===== src/rtl/abkf_mul.sv =====
// Shared signed multiplier: four 32x32 partial products, accumulated, then shift and clamp.
module abkf_mul #(
  parameter int COV_FRAC_BITS = 40
) (
  input  logic               clk,
  input  logic               rst,
  input  logic               start,
  input  logic signed [63:0] op_a,
  input  logic signed [63:0] op_b,
  input  logic               cov_shift,
  output logic               done,
  output logic signed [63:0] res
);

  logic [63:0]  am, bm;
  logic         neg, sel_cov, busy, fin, pp_vld;
  logic [2:0]   cnt;
  logic [63:0]  pp;
  logic [1:0]   pp_pos;
  logic [127:0] acc;
  logic [31:0]  a_half, b_half;
  logic [127:0] shifted;
  logic [63:0]  clipped;
  logic [127:0] lim;

  // operand halves picked by the partial product counter
  assign a_half = cnt[1] ? am[63:32] : am[31:0];
  assign b_half = cnt[0] ? bm[63:32] : bm[31:0];

  // final shift and magnitude clamp at 2^62
  always_comb begin
    lim = 128'd1 << 62;
    shifted = sel_cov ? (acc >> COV_FRAC_BITS) : (acc >> 32);
    clipped = (shifted > lim) ? lim[63:0] : shifted[63:0];
  end

  always_ff @(posedge clk) begin
    if (rst) begin
      busy <= 1'b0;
      fin <= 1'b0;
      pp_vld <= 1'b0;
      done <= 1'b0;
      cnt <= '0;
    end else begin
      done <= 1'b0;
      if (start) begin
        am <= op_a[63] ? 64'(-op_a) : 64'(op_a);
        bm <= op_b[63] ? 64'(-op_b) : 64'(op_b);
        neg <= op_a[63] ^ op_b[63];
        sel_cov <= cov_shift;
        cnt <= '0;
        busy <= 1'b1;
        acc <= '0;
        pp_vld <= 1'b0;
      end else begin
        if (busy) begin
          if (cnt == 3'd4) begin
            busy <= 1'b0;
            fin <= 1'b1;
            pp_vld <= 1'b0;
          end else begin
            pp <= a_half * b_half;
            pp_pos <= 2'(cnt[1]) + 2'(cnt[0]);
            pp_vld <= 1'b1;
            cnt <= cnt + 3'd1;
          end
        end
        if (pp_vld) begin
          acc <= acc + ({64'd0, pp} << {pp_pos, 5'd0});
        end
        if (fin) begin
          fin <= 1'b0;
          res <= neg ? -$signed(clipped) : $signed(clipped);
          done <= 1'b1;
        end
      end
    end
  end

endmodule


===== config.mk =====
export PLATFORM = sky130hd
export DESIGN_NAME = abkf_mul
export DESIGN_NICKNAME = d
export VERILOG_FILES = /design/src/rtl/abkf_mul.sv
export SDC_FILE = /design/constraint.sdc
export NUM_CORES = 2
export LEC_CHECK = 0
export BUFFER_PORTS_ARGS = -buffer_cell sky130_fd_sc_hd__buf_4
export CAP_MARGIN = 30
export CORE_ASPECT_RATIO = 1.4
export CORE_UTILIZATION = 30
export DETAILED_ROUTE_END_ITERATION = 12
export PLACE_DENSITY = 0.51
export SETUP_SLACK_MARGIN = 0.5
export SLEW_MARGIN = 20
export SYNTH_ARGS = -nofsm -noshare
export SYNTH_HDL_FRONTEND = slang
export SYNTH_SLANG_ARGS = --single-unit

===== constraint.sdc =====
create_clock -name clk -period 10.8 [get_ports clk]
set_input_delay 0.54 -clock clk [delete_from_list [all_inputs] [get_ports clk]]
set_output_delay 0.54 -clock clk [all_outputs]
set_load 0.005 [all_outputs]

==> flow_metrics.env <==
export IMPL_hold_class="in -> reg"
export IMPL_reg2reg_from="cnt[0]$_SDFFE_PP0P_"
export IMPL_max_freq_ghz=0.101
export IMPL_grt_max_degree=140
export IMPL_clk_latency_ps=670
export IMPL_layout_commonest_cell="inv_1"
export IMPL_ys_ff_latch=395
export IMPL_cts_tree="done"
export IMPL_coreArea_um2=201000
export IMPL_async_flop_share=0
export IMPL_cp_end_kind="flop"
export IMPL_finalHoldViolations=0
export IMPL_syn_nets=8135
export IMPL_skew_ps=48.0
export IMPL_maxSlewViolCount=0
export IMPL_netlist_area_um2=60700
export IMPL_drv_cap=0
export IMPL_htree_levels=2
export IMPL_crit_type="reg -> reg"
export IMPL_tns_ps=0
export IMPL_crit_end="pp[63]$_DFFE_PP_"
export IMPL_drtIter0Drc=3449
export IMPL_dp_hpwl_um=190000
export IMPL_cp_start_kind="flop"
export IMPL_tightest_slew_ps=1080
export IMPL_status="complete, no violations"
export IMPL_synth_flop_cell="edfxtp_1"
export IMPL_placementRows=195
export IMPL_ctsHoldBuffers=0
export IMPL_die_h_um=534
export IMPL_fin_hold_ws_ps=60.7
export IMPL_synth_edf_count=388
export IMPL_critPathArrivalTime_ps=10270
export IMPL_port_buffers=196
export IMPL_dpl_worst_slack_ps=862
export IMPL_period_minus_slack_ps=9870
export IMPL_ys_seq_area_frac=0.194
export IMPL_overflow=0
export IMPL_synthCells=6711
export IMPL_io_pins=197
export IMPL_startpoint="cnt[0]$_SDFFE_PP0P_"
export IMPL_relSlewSlack=0.261
export IMPL_setup_viol=0
export IMPL_synth_cell_types=86
export IMPL_r2r_cells=26
export IMPL_viasPerCell=5.20
export IMPL_place_congestion=0.958
export IMPL_drive_gt1_frac=0.0852
export IMPL_cts_buffer_depth=3
export IMPL_routed_wl_um=232000
export IMPL_cts_buffers=47
export IMPL_grt_pass1_vias=51971
export IMPL_yosysWarnings=0
export IMPL_timing_rr_end="pp[63]$_DFFE_PP_"
export IMPL_rsz0062_at_grt="no"
export IMPL_dr_pass1_iters=6
export IMPL_grt_pass1_wl_um=338000
export IMPL_final_nets=8171
export IMPL_synth_area_per_cell_um2=9.05
export IMPL_die_w_um=382
export IMPL_track_usage=0.224
export IMPL_worstPathMaxFanout=33
export IMPL_wl_per_cell_um=24.5
export IMPL_crit_required_ps=11200
export IMPL_final_cell_mix="inv_1, nor2_1, fa_1"
export IMPL_ff2ff_setup_slack_ps=930
export IMPL_area_delta_synth_final_pct=10.7
export IMPL_cts_clk_slew_worst_paths_ps=70
export IMPL_num_vias=49115
export IMPL_antenna_found_initial=4
export IMPL_dieArea_um2=204000
export IMPL_cts_root_buf="clkbuf_16"
export IMPL_drc=0
export IMPL_clock_sinks=395
export IMPL_fin_crit_sh=0.914
export IMPL_setup_ws_ps=926
export IMPL_start_util=0.302
export IMPL_ant_nets=0
-- how the worst min path moves through the flow --
stage | startpoint | endpoint | slack [ps] | depth (start not counted)
detailed placement | pp_vld$_SDFFE_PP0P_ | pp_vld$_SDFFE_PP0P_ | 480 | 2
global route | cov_shift | sel_cov$_DFFE_PP_ | 40 | 1
floorplan | fin$_SDFFE_PP0N_ | done$_SDFF_PP0_ | 440 | 2
CTS | cov_shift | sel_cov$_DFFE_PP_ | 20 | 1
finish | cov_shift | sel_cov$_DFFE_PP_ | 60 | 1
global placement | pp_vld$_SDFFE_PP0P_ | pp_vld$_SDFFE_PP0P_ | 460 | 2
-- per-stage QoR --
stage | instances | area (um2) | util
6_report | 9446 | 67200 | 0.334
5_1_grt | 9444 | 67200 | 0.334
4_1_cts | 9439 | 67200 | 0.334
3_5_place_dp | 9352 | 65500 | 0.326
3_3_place_gp | 9345 | 65500 | 0.325
2_1_floorplan | 6711 | 60700 | -
-- state kept, by name (all words and copies together), names as in the netlist --
register	cells
acc	128
am	64
bm	64
pp	64
res	64
cnt	3
pp_pos	2
busy	1
done	1
fin	1
neg	1
pp_vld	1
sel_cov	1
-- worst max-delay path, stage by stage (launching register included) --
cell and delay (ps):
dfxtp_4 670, buf_4 550, mux2i_4 920, nor2_1 170
fa_1 530, fa_1 530, inv_1 50, fa_1 460
fa_1 520, inv_1 60, fa_1 580, fa_1 440
fa_1 490, inv_1 50, fa_1 480, inv_1 40
ha_1 380, a21o_1 270, a21oi_1 240, o21ai_0 140
a21o_1 230, a21oi_1 620, o211ai_1 280, a41oi_1 410
o21ai_0 160, a21oi_1 200, xnor2_1 110
-- cells in the mapped netlist, drive strengths merged, types with 24 or more instances --
cell type	count	area, um2
edfxtp	388	11700
a22o	40	350
a21oi	302	1510
and2	53	332
o21a	31	233
xor2	73	639
xnor2	263	2300
o41ai	28	253
nand2b	37	234
ha	395	4940
mux2i	147	1470
nand4	83	519
nor2b	57	357
a31oi	24	150
nor3	81	405
o21ai	236	1180
o31ai	61	458
fa	897	18000
nand3	47	235
buf	39	158
or4	30	245
o21bai	52	390
inv	951	3570
nor2	947	3550
mux2	77	867
or3	43	275
nor4	38	265
clkbuf	298	1120
nand2	670	2510
a21o	94	706
-- layer usage --
metal,global-route usage,part of all wire,vias up
li1,-,-,22025
met1,0.242,0.36,24645
met2,0.399,0.50,1819
met3,0.0310,0.052,622
met4,0.160,0.084,4
met5,0,0.000099,-
-- final cells by class --
cell class | instances | area, um2
Antenna cell | 2 | 5.00
Clock buffer | 52 | 1190
Clock inverter | 35 | 434
Fill cell | 21032 | 134000
Inverter | 952 | 3570
Multi-Input combinational cell | 5027 | 44400
Sequential cell | 395 | 11800
Tap cell | 2659 | 3330
Timing Repair Buffer | 324 | 2520
-- timing repair --
action	in CTS	in global routing
setup buffers	0	2
gates resized for setup	0	2
hold endpoints to repair	0	0
endpoints found under the setup margin	0	1
-- cells by family (layout without fill, tap and decap cells) --
logic type                 count (synthesis)  after routing  synth area share
and+or+nand+nor                         2166           2166             0.157
adders and majority gates               1292           1292             0.377
buffers and inverters                   1289           1363            0.0799
AOI/OAI and AO/OA                       1009           1009             0.105
DFF                                      395            395             0.194
xor gates and xnor gates                 336            336            0.0484
muxes                                    224            224            0.0385
other                                      0              2                 0
Power is not shown: default switching activity piles up to over one toggle a cycle in this logic, so the estimate is an artifact.
